**src/hdl/mbss_pkg.sv**
```systemverilog
`default_nettype none

package mbss_pkg;

  localparam int unsigned DefaultCells = 16;
  localparam int unsigned MaxPattern   = 16;
  localparam int unsigned PatBytes     = 16;
  localparam int unsigned PatLimit     = (MaxPattern < PatBytes) ? MaxPattern : PatBytes;

  localparam int unsigned ByteW   = 8;
  localparam int unsigned AddrW   = 32;
  localparam int unsigned LenW    = 5;
  localparam int unsigned PosW    = 4;
  localparam int unsigned MaskW   = 16;
  localparam int unsigned PatW    = PatBytes * ByteW;
  localparam int unsigned CfgIdxW = 3;
  localparam int unsigned CfgW    = 64;

  localparam logic [ByteW-1:0] SkipByte = 8'hCC;

  typedef enum logic [CfgIdxW-1:0] {
    REG_BASE     = 3'd0,
    REG_PAT_LOW  = 3'd1,
    REG_PAT_HIGH = 3'd2,
    REG_MASK     = 3'd3,
    REG_LENGTH   = 3'd4
  } cfg_reg_e;

  typedef struct packed {
    logic             upd;
    logic             flush;
    logic             skip;
    logic [ByteW-1:0] data;
    logic [LenW-1:0]  len;
    logic [MaskW-1:0] mask;
    logic [PatW-1:0]  pattern;
    logic [AddrW-1:0] byte_index;
  } cell_bcast_t;

  typedef struct packed {
    logic             found;
    logic [AddrW-1:0] addr;
  } result_t;

endpackage

`default_nettype wire

```
**src/hdl/masked_byte_signature_scan.sv**
```systemverilog
// Masked byte signature scanner.
// The slave stream carries the image one byte per transaction in tdata, with
// tlast on the final byte. Each image yields exactly one result transaction on
// the master stream: tuser is the found flag, tdata the match address (base plus
// start index of the earliest match), or zero with found clear at the last byte.
// Bytes after a match are swallowed until tlast, which gives no second result.
// A row of CELLS tracking cells follows overlapping candidates; each byte is
// checked by all cells in the cycle it is accepted, and a free-cell grant ripples
// from one cell to the next. A candidate that finds no free cell is dropped.
// Throughput is one byte per cycle while s_axis_tready is high; a result reaches
// the master side in the cycle after its deciding byte if the buffer is empty.
// The result sits in a two-entry buffer, so a stalled receiver holds the input
// off only once two results wait; s_axis_tready is low only in that case.
// Registers are written over the cfg channel (always ready); the user must write
// them only while idle, the block does not enforce it. 0 base, 1 pattern low,
// 2 pattern high, 3 compare mask, 4 length. Reset clears all cells, the byte
// counter, the buffer, and sets mask all ones, length one, others zero.
`default_nettype none

module masked_byte_signature_scan #(
  parameter int unsigned CELLS = mbss_pkg::DefaultCells
) (
  input  wire logic                          clk_i,
  input  wire logic                          rst_ni,
  input  wire logic                          s_axis_tvalid_i,
  output logic                               s_axis_tready_o,
  input  wire logic [mbss_pkg::ByteW-1:0]    s_axis_tdata_i,   // data_byte
  input  wire logic                          s_axis_tlast_i,   // last
  output logic                               m_axis_tvalid_o,
  input  wire logic                          m_axis_tready_i,
  output logic [mbss_pkg::AddrW-1:0]         m_axis_tdata_o,   // match_address
  output logic                               m_axis_tuser_o,   // found
  input  wire logic                          cfg_valid_i,
  output logic                               cfg_ready_o,
  input  wire logic [mbss_pkg::CfgIdxW-1:0]  cfg_index_i,
  input  wire logic [mbss_pkg::CfgW-1:0]     cfg_data_i
);

  logic [mbss_pkg::AddrW-1:0]  base_q;
  logic [mbss_pkg::PatW-1:0]   pattern_q;
  logic [mbss_pkg::MaskW-1:0]  mask_q;
  logic [mbss_pkg::LenW-1:0]   len_q;

  logic [mbss_pkg::AddrW-1:0]  byte_index_q, byte_index_d;
  logic                        scan_done_q, scan_done_d;

  logic [mbss_pkg::LenW-1:0]   eff_len;
  logic                        fire;
  logic                        skip;
  logic                        start_match;
  logic                        len_one;
  logic                        cell_hit;
  logic                        hit;
  logic [mbss_pkg::AddrW-1:0]  sel_start;
  logic [mbss_pkg::AddrW-1:0]  best_start;
  logic                        res_push;
  logic                        buf_full;
  mbss_pkg::result_t           res;
  mbss_pkg::result_t           head;
  mbss_pkg::cell_bcast_t       bc;

  logic [CELLS:0]              grant;
  logic [CELLS-1:0]            survive_vec;
  logic [CELLS-1:0]            alloc_vec;
  logic [CELLS-1:0]            done_vec;
  logic [CELLS-1:0]            win_vec;
  logic [mbss_pkg::AddrW-1:0]  start_arr [CELLS];

  // configuration registers
  assign cfg_ready_o = 1'b1;

  always_ff @(posedge clk_i or negedge rst_ni) begin
    if (!rst_ni) begin
      base_q    <= '0;
      pattern_q <= '0;
      mask_q    <= '1;
      len_q     <= mbss_pkg::LenW'(1);
    end else if (cfg_valid_i) begin
      case (cfg_index_i)
        mbss_pkg::REG_BASE:     base_q <= cfg_data_i[mbss_pkg::AddrW-1:0];
        mbss_pkg::REG_PAT_LOW:  pattern_q[mbss_pkg::CfgW-1:0] <= cfg_data_i;
        mbss_pkg::REG_PAT_HIGH: pattern_q[mbss_pkg::PatW-1:mbss_pkg::CfgW] <= cfg_data_i;
        mbss_pkg::REG_MASK:     mask_q <= cfg_data_i[mbss_pkg::MaskW-1:0];
        mbss_pkg::REG_LENGTH:   len_q <= cfg_data_i[mbss_pkg::LenW-1:0];
        default: ;
      endcase
    end
  end

  always_comb begin
    if (len_q == '0) begin
      eff_len = mbss_pkg::LenW'(1);
    end else if (len_q > mbss_pkg::LenW'(mbss_pkg::PatLimit)) begin
      eff_len = mbss_pkg::LenW'(mbss_pkg::PatLimit);
    end else begin
      eff_len = len_q;
    end
  end

  // byte decode and scan control
  assign s_axis_tready_o = !buf_full;
  assign fire        = s_axis_tvalid_i && s_axis_tready_o;
  assign skip        = (s_axis_tdata_i == mbss_pkg::SkipByte);
  assign start_match = (s_axis_tdata_i == pattern_q[mbss_pkg::ByteW-1:0]);
  assign len_one     = (eff_len == mbss_pkg::LenW'(1));
  assign cell_hit    = |done_vec;
  assign hit         = !scan_done_q && (cell_hit || (start_match && len_one));

  always_comb begin
    sel_start = '0;
    for (int i = 0; i < CELLS; i++) begin
      sel_start = sel_start | (win_vec[i] ? start_arr[i] : '0);
    end
    best_start = cell_hit ? sel_start : byte_index_q;
  end

  always_comb begin
    bc.upd        = fire && !scan_done_q && !hit && !s_axis_tlast_i;
    bc.flush      = fire && (s_axis_tlast_i || hit);
    bc.skip       = skip;
    bc.data       = s_axis_tdata_i;
    bc.len        = eff_len;
    bc.mask       = mask_q;
    bc.pattern    = pattern_q;
    bc.byte_index = byte_index_q;
  end

  always_comb begin
    scan_done_d  = scan_done_q;
    byte_index_d = byte_index_q;
    if (fire) begin
      if (s_axis_tlast_i) begin
        scan_done_d  = 1'b0;
        byte_index_d = '0;
      end else if (hit) begin
        scan_done_d  = 1'b1;
      end else if (!scan_done_q) begin
        byte_index_d = byte_index_q + mbss_pkg::AddrW'(1);
      end
    end
  end

  always_ff @(posedge clk_i or negedge rst_ni) begin
    if (!rst_ni) begin
      scan_done_q  <= 1'b0;
      byte_index_q <= '0;
    end else begin
      scan_done_q  <= scan_done_d;
      byte_index_q <= byte_index_d;
    end
  end

  // tracking cells, free-cell grant enters at cell 0
  assign grant[0] = start_match && !len_one;

  for (genvar g = 0; g < CELLS; g++) begin : g_cell
    mbss_cell #(
      .CELLS (CELLS)
    ) u_cell (
      .clk_i         (clk_i),
      .rst_ni        (rst_ni),
      .bc_i          (bc),
      .grant_i       (grant[g]),
      .grant_o       (grant[g+1]),
      .survive_vec_i (survive_vec),
      .alloc_vec_i   (alloc_vec),
      .done_vec_i    (done_vec),
      .survive_o     (survive_vec[g]),
      .alloc_o       (alloc_vec[g]),
      .done_o        (done_vec[g]),
      .win_o         (win_vec[g]),
      .start_o       (start_arr[g])
    );
  end

  // result
  assign res_push  = fire && !scan_done_q && (hit || s_axis_tlast_i);
  assign res.found = hit;
  assign res.addr  = hit ? (base_q + best_start) : '0;

  mbss_out_buf u_out_buf (
    .clk_i       (clk_i),
    .rst_ni      (rst_ni),
    .push_i      (res_push),
    .push_data_i (res),
    .full_o      (buf_full),
    .valid_o     (m_axis_tvalid_o),
    .ready_i     (m_axis_tready_i),
    .data_o      (head)
  );

  assign m_axis_tdata_o = head.addr;
  assign m_axis_tuser_o = head.found;

endmodule

`default_nettype wire

```
**src/hdl/mbss_cell.sv**
```systemverilog
`default_nettype none

module mbss_cell #(
  parameter int unsigned CELLS = mbss_pkg::DefaultCells
) (
  input  wire logic                       clk_i,
  input  wire logic                       rst_ni,
  input  wire mbss_pkg::cell_bcast_t      bc_i,
  input  wire logic                       grant_i,
  output logic                            grant_o,
  input  wire logic [CELLS-1:0]           survive_vec_i,
  input  wire logic [CELLS-1:0]           alloc_vec_i,
  input  wire logic [CELLS-1:0]           done_vec_i,
  output logic                            survive_o,
  output logic                            alloc_o,
  output logic                            done_o,
  output logic                            win_o,
  output logic [mbss_pkg::AddrW-1:0]      start_o
);

  logic                          active_q, active_d;
  logic [mbss_pkg::AddrW-1:0]    start_q;
  logic [mbss_pkg::PosW-1:0]     pos_q;
  logic [mbss_pkg::PosW-1:0]     pidx_q;
  logic [CELLS-1:0]              older_q;

  logic                          cmp_en;
  logic [mbss_pkg::ByteW-1:0]    pbyte;
  logic                          mismatch;
  logic                          step;
  logic [mbss_pkg::LenW-1:0]     pos_inc;
  logic                          reach;

  always_comb begin
    cmp_en   = ({1'b0, pos_q} < bc_i.len) && bc_i.mask[pos_q];
    pbyte    = bc_i.pattern[{pidx_q, 3'b000} +: mbss_pkg::ByteW];
    mismatch = cmp_en && (pbyte != bc_i.data);
    step     = active_q && !bc_i.skip;
    pos_inc  = {1'b0, pos_q} + mbss_pkg::LenW'(1);
    reach    = (pos_inc >= bc_i.len);
  end

  assign done_o    = step && !mismatch && reach;
  assign survive_o = active_q && !(step && (mismatch || reach));
  assign grant_o   = grant_i && survive_o;
  assign alloc_o   = grant_i && !survive_o;
  assign win_o     = done_o && !(|(done_vec_i & older_q));
  assign start_o   = start_q;

  always_comb begin
    active_d = active_q;
    if (bc_i.flush) begin
      active_d = 1'b0;
    end else if (bc_i.upd) begin
      active_d = survive_o || alloc_o;
    end
  end

  always_ff @(posedge clk_i or negedge rst_ni) begin
    if (!rst_ni) begin
      active_q <= 1'b0;
    end else begin
      active_q <= active_d;
    end
  end

  // candidate payload, meaningful only while active
  always_ff @(posedge clk_i) begin
    if (bc_i.upd && !bc_i.flush) begin
      if (alloc_o) begin
        start_q <= bc_i.byte_index;
        pos_q   <= mbss_pkg::PosW'(1);
        pidx_q  <= mbss_pkg::PosW'(1);
        older_q <= survive_vec_i;
      end else begin
        older_q <= older_q & ~alloc_vec_i;
        if (step && survive_o) begin
          pos_q  <= pos_inc[mbss_pkg::PosW-1:0];
          pidx_q <= pidx_q + mbss_pkg::PosW'(cmp_en);
        end
      end
    end
  end

endmodule

`default_nettype wire

```
**src/hdl/mbss_out_buf.sv**
```systemverilog
`default_nettype none

module mbss_out_buf (
  input  wire logic                 clk_i,
  input  wire logic                 rst_ni,
  input  wire logic                 push_i,
  input  wire mbss_pkg::result_t    push_data_i,
  output logic                      full_o,
  output logic                      valid_o,
  input  wire logic                 ready_i,
  output mbss_pkg::result_t         data_o
);

  logic              head_v_q, head_v_d;
  logic              skid_v_q, skid_v_d;
  mbss_pkg::result_t head_q, head_d;
  mbss_pkg::result_t skid_q, skid_d;
  logic              pop;

  assign pop     = head_v_q && ready_i;
  assign valid_o = head_v_q;
  assign data_o  = head_q;
  assign full_o  = skid_v_q;

  always_comb begin
    head_v_d = pop ? skid_v_q : head_v_q;
    head_d   = pop ? skid_q : head_q;
    skid_v_d = pop ? 1'b0 : skid_v_q;
    skid_d   = skid_q;
    if (push_i) begin
      if (!head_v_d) begin
        head_v_d = 1'b1;
        head_d   = push_data_i;
      end else begin
        skid_v_d = 1'b1;
        skid_d   = push_data_i;
      end
    end
  end

  always_ff @(posedge clk_i or negedge rst_ni) begin
    if (!rst_ni) begin
      head_v_q <= 1'b0;
      skid_v_q <= 1'b0;
    end else begin
      head_v_q <= head_v_d;
      skid_v_q <= skid_v_d;
    end
  end

  always_ff @(posedge clk_i) begin
    head_q <= head_d;
    skid_q <= skid_d;
  end

endmodule

`default_nettype wire

```
**config.mk**
```make
export PLATFORM = sky130hd
export DESIGN_NAME = masked_byte_signature_scan
export DESIGN_NICKNAME = d
export VERILOG_FILES = /design/src/hdl/mbss_pkg.sv /design/src/hdl/masked_byte_signature_scan.sv /design/src/hdl/mbss_cell.sv /design/src/hdl/mbss_out_buf.sv
export SDC_FILE = /design/constraint.sdc
export NUM_CORES = 2
export LEC_CHECK = 0
export ABC_AREA = 0
export BUFFER_PORTS_ARGS = -buffer_cell sky130_fd_sc_hd__buf_2
export CAP_MARGIN = 0
export CORE_AREA = 2 2 520 522
export CTS_BUF_LIST = sky130_fd_sc_hd__clkbuf_4 sky130_fd_sc_hd__clkbuf_8
export DETAILED_ROUTE_END_ITERATION = 12
export DIE_AREA = 0 0 522 524
export PLACE_DENSITY = 0.39
export SETUP_SLACK_MARGIN = 0.3
export SLEW_MARGIN = 15
export SYNTH_ARGS = -nofsm -noshare
export SYNTH_HDL_FRONTEND = slang
export SYNTH_SLANG_ARGS = --single-unit
```
**constraint.sdc**
```tcl
create_clock -name clk_i -period 11 [get_ports clk_i]
set_clock_uncertainty 0.05 [all_clocks]
set_input_delay 2.2 -clock clk_i [delete_from_list [all_inputs] [get_ports clk_i]]
set_output_delay 2.2 -clock clk_i [all_outputs]
set_load 0.02 [all_outputs]
```
=== Word-level counts from Yosys, hierarchy flattened ===
Cells that the tools add are included.

* Add/subtract/negate cells: 34
* Order comparisons: 49
* Equal/unequal tests: 25
* Shift operators: 16
* Mux-type cells: 145
* Bitwise operators: 48
* Reductions and logical operators: 368

{| class="wikitable"
|+ Operators by type and width
! kind !! count
|-
| variable part select 128 x 8 -> 8 bit || 16
|-
| 2-to-1 mux 32 bit || 21
|-
| bitwise AND 16 bit || 32
|-
| OR 32 bit || 15
|-
| OR reduction 16 bit || 17
|-
| 2-to-1 mux 16 bit || 16
|-
| logical AND 1 bit || 186
|-
| 2-to-1 mux 4 bit || 32
|-
| != test 8 bit || 16
|-
| 2-to-1 mux 33 bit || 3
|-
| adder 4 x 1 -> 5 bit (second input constant) || 16
|-
| greater-or-equal comparator 5 bit || 16
|-
| < comparator 4 x 5 -> 1 bit || 16
|-
| < comparator 4 x 5 -> 1 bit (second input constant) || 16
|-
| AND reduction 2 bit || 39
|-
| zero test 1 bit || 71
|-
| adder 4 x 1 -> 4 bit || 16
|-
| binary-select mux 1 bit (select 4 bit) || 16
|-
| 2-to-1 mux 1 bit || 55
|-
| nonzero test 2 bit || 18
|-
| logical OR 1 bit || 34
|-
| adder 32 x 1 -> 32 bit (second input constant) || 1
|-
| adder 32 bit || 1
|-
| NOT 16 bit || 1
|-
| 12 further kinds || 15
|}

* Bits in registers: 1194
* Bits of input ports: 81
* Output and inout port bits: 36
* Logic and storage cells: 778

=== Depth between registers and ports, before layout ===
* Depth after elaboration: 34
* Mapped depth: 40
* Gate-level depth less buffers: 36

=== Modules after synthesis ===
From an unflattened synthesis, not the netlist that was laid out.

* Cell total of the unflattened synthesis: 6174
* Area, all modules: 78312.6 um^2

{| class="wikitable"
|+ Modules (own cells, without submodules)
! module !! times used !! cells an instance !! area each (um^2) !! sequential area each (um^2)
|-
| mbss_cell (g_cell[0].u_cell ...) || 13 || 297 || 3876.2 || 1706.6
|-
| masked_byte_signature_scan || 1 || 1280 || 13397.8 || 5376.4
|-
| mbss_cell (g_cell[7].u_cell ...) || 2 || 293 || 3900.0 || 1706.6
|-
| mbss_cell (g_cell[9].u_cell) || 1 || 295 || 3928.8 || 1706.6
|-
| mbss_out_buf || 1 || 152 || 2795.2 || 1701.6
|}

=== Least setup slack after synthesis ===
Ideal clock, no wire load.

* Kind: input -> register
* Start point: in s_axis_tdata_i[5] (netlist name)
* End point: reg with a tool-made name
* Setup time: 393 ps
* Arrival time: 9621 ps
* Data required time: 10557 ps
* Setup slack: 936 ps
* Stages on the path: 19
* Path buffers: 7
* Cell sequence: clkbuf_1 > buf_2 > buf_4 > buf_4 > buf_2 > xnor2_1 > a21oi_1 > o21ai_0 > a311oi_1 > a31oi_1 > nand4_1 > or4_4 > or2_2 > buf_2 > nor2_2 > nand3b_2 > inv_1 > buf_2 > and3_1

{| class="wikitable"
|+ RTL lines
! what !! line !! source
|-
| start: declaration || masked_byte_signature_scan.sv:27 || <nowiki>input wire logic [mbss_pkg::ByteW-1:0] s_axis_tdata_i,</nowiki>
|}

==> summary.md <==
| Metric | Value |
|---|---|
| Die Wd | `522 um` |
| GR Util All Layers | `27.8%` |
| Worst ir drop on vdd | `0.000100 V` |
| Die H | `524 um` |
| H-tree levels | `4` |
| Critical Path AT | `11.11 ns` |
| Unique masters post-synth | `115` |
| Post-synth top area cell | `edfxtp_1` |
| Hold_buf cts | `0` |
| Max Buffers Root-to-Sink | `4` |
| Routability cong. | `0.968` |
| Avg Inst Size Synth | `11.7 um^2` |
| Total CTS buffers | `228` |
| Max-cap violations | `0` |
| # IOs | `117` |
| Reg2reg setup slack | `0.78 ns` |
| Slew Limit Fails | `0` |
| Setup repair after global routing missed its margin | `false` |
| Final Hold Fails | `0` |
| Worst setup EP type | `flop` |
| Fin Setup TNS | `0 ns` |
| Top-count cell post-synth | `edfxtp_1` |
| Initial drt markers | `7283` |
| Synthesized net count | `6923` |
| First-pass GRT wire length | `532000 um` |
| Initial antenna violation count | `23` |
| Drt wl/cell | `36.7 um` |
| CTS Root Cell | `clkbuf_8` |
| Crit Path Max Fanout | `18` |
| Largest net degree at the start of global routing | `93` |
| Endpoints failing setup | `0` |
| Main flop type after synthesis | `edfxtp_1` |
| Grt total ovfl | `0` |
| Crit Path Category | `flop to flop` |
| Fmax | `97.8 MHz` |
| Core region area | `0.267 mm^2` |
| Via-to-Cell Ratio | `5.91` |
| CTS Sinks | `1194` |
| Top post-synthesis cells by area | `edfxtp_1 (36%), mux4_2 (10%), dfrtp_1 (7.0%)` |
| Final min period | `10.22 ns` |
| Share of cells above drive strength 1 | `26.1%` |
| Clock Latency Late Sink | `1.04 ns` |
| Nets | `7184` |
| Post-synthesis sequential area ratio | `44.4%` |
| Rows | `190` |
| Synth Register Bits | `1194` |
| Max incr delay on CP | `0.93 ns` |
| PD cells | `160 mW/mm^2` |
| Vias | `62900` |
| Pleak | `32.9 nW` |
| Dpl hpwl | `270000 um` |
| Final Cycle Share | `92.9%` |
| Most used cell along the critical path | `a31oi_1` |
| HP Class | `flop to flop` |
| Area grow syn2layout | `15.1%` |
| Post-route ant nets | `0` |
| Initial Util | `28.9%` |
| Async S/R FF share, synth | `19.4%` |
| Postcts setup bufs | `0` |
| Post-route DRC violation count | `0` |
| Post-synth EDFFs | `929` |
| Min Hold Slack | `0.460 ns` |
| Clock Pin Slew Worst Setup and Hold Paths | `0.06 ns` |
| Synth warnings | `0` |
| Relative slew slack | `8.77%` |
| Initial DRT Pass Iterations | `6` |
| Cts repair resizes | `0` |
| Post-synth top area share | `36.0%` |
| Worst EP required | `11.89 ns` |
| Least-Margin Pin Slew | `1.37 ns` |
| Post-Syn Instances | `6608` |
| Setup crit start kind | `flop` |
| Post-Route WL | `390000 um` |
| Most common library cells after synthesis | `edfxtp_1 (929), nand2_1 (536), mux2i_1 (487)` |
| Vias in the first global route | `61400` |
| Mapped Area | `0.0774 mm^2` |
| CTS tree | `done` |
| Die area | `0.274 mm^2` |
| Status | `finished clean` |
| Critical path's slowest cell | `o21ai_0` |
| Port bufs | `115` |
logic make-up (layout without fill, tap and decap cells):
| logic type | after synthesis | in the layout | share of synthesized area [%] |
|---|---|---|---|
| multiplexers | 1170 | 1170 | 21.3 |
| other | 1 | 15 | 0.00484 |
| buffers and inverters | 723 | 1182 | 4.13 |
| XOR/XNOR | 329 | 329 | 3.74 |
| AND/OR/NAND/NOR | 1631 | 1631 | 10.4 |
| adder cells (fa/ha/maj) | 234 | 234 | 3.79 |
| AO/OA/AOI/OAI | 1326 | 1326 | 12.2 |
| flip-flops | 1194 | 1194 | 44.4 |
power by group:
part / switching, mW / internal [mW] / total (mW)
clock network: 2.15 / 2.59 / 4.74
registers: 0.714 / 5.17 / 5.88
logic: 2.17 / 1.49 / 3.66
worst max-delay path, delay by kind of cell (launching register included):
family | cells | cell delay [ns]
flip-flops | 1 | 0.57
AO/OA/AOI/OAI | 18 | 4.55
buffers and inverters | 3 | 1.14
XOR/XNOR | 1 | 0.27
adder cells (fa/ha/maj) | 2 | 0.56
AND/OR/NAND/NOR | 9 | 2.98
sequential cells by signal, indices dropped and copies added (netlist names), 33 cells and up, named ones only:
signal / count
g_cell.u_cell.start_o: 512
g_cell.u_cell.older_q: 240
pattern_q: 128
g_cell.u_cell.pidx_q: 64
g_cell.u_cell.pos_q: 64
u_out_buf.data_o: 33
u_out_buf.skid_q: 33
per-layer routing:
| layer | part of all wire [%] | vias to the layer above | track usage (%) | routed length, um |
|---|---|---|---|---|
| met5 | 0.0031 | - | 0 | 12 |
| met4 | 6.8 | 2 | 16.6 | 26500 |
| met3 | 7.7 | 844 | 4.89 | 30300 |
| met2 | 45 | 3380 | 44.0 | 177000 |
| met1 | 40 | 32500 | 35.6 | 157000 |
| li1 | - | 26200 | - | - |
final timing paths:
path	from	endpoint	depth (start not counted)
min in group asynchronous	rst_ni	pattern_q[69]	1
setup / recovery	len_q[4]	u_out_buf.data_o[31]	33
hold reg to reg	pattern_q[71]	pattern_q[71]	1
setup reg to reg	len_q[4]	u_out_buf.data_o[31]	33
max in group asynchronous	rst_ni	byte_index_q[10]	3
hold / removal	pattern_q[71]	pattern_q[71]	1
through the flow:
stage	cells	setup slack (ns)	power (mW)	area, um^2	utilization, %
after floorplan	6608	0.936	7.72	77400	-
after global placement	10200	0.223	9.51	84200	31.5
after detailed placement	10200	0.152	9.53	84200	31.5
after CTS	10600	0.764	14.3	89000	33.3
after global routing	10600	0.424	14.8	89000	33.3
final	10600	0.776	14.3	89100	33.3
layout by cell type, fill, tap and decap left out, types with 101 or more instances in the layout:
master    count
buf_4       479
a22oi_1     198
xnor2_1     231
ha_1        233
o21ai_0     136
dfrtp_1     215
clkbuf_8    259
nand3_1     138
mux2_2      330
mux2i_1     487
mux4_2      348
inv_1       127
and2_1      101
nand2_1     534
nor2_1      325
buf_2       114
edfxtp_1    929
a21oi_1     294
area by class of cell:
class	count	area [um^2]
fillers	26800	178000
multi-input cells	4691	40200
flip-flops and latches	1194	34400
repair buffers	619	4680
well taps	3552	4440
clock buffers	352	4260
clock inverters	76	543
inverters	135	514
diodes	14	35.0
No activity file was read; power rests on OpenSTA's default activity.
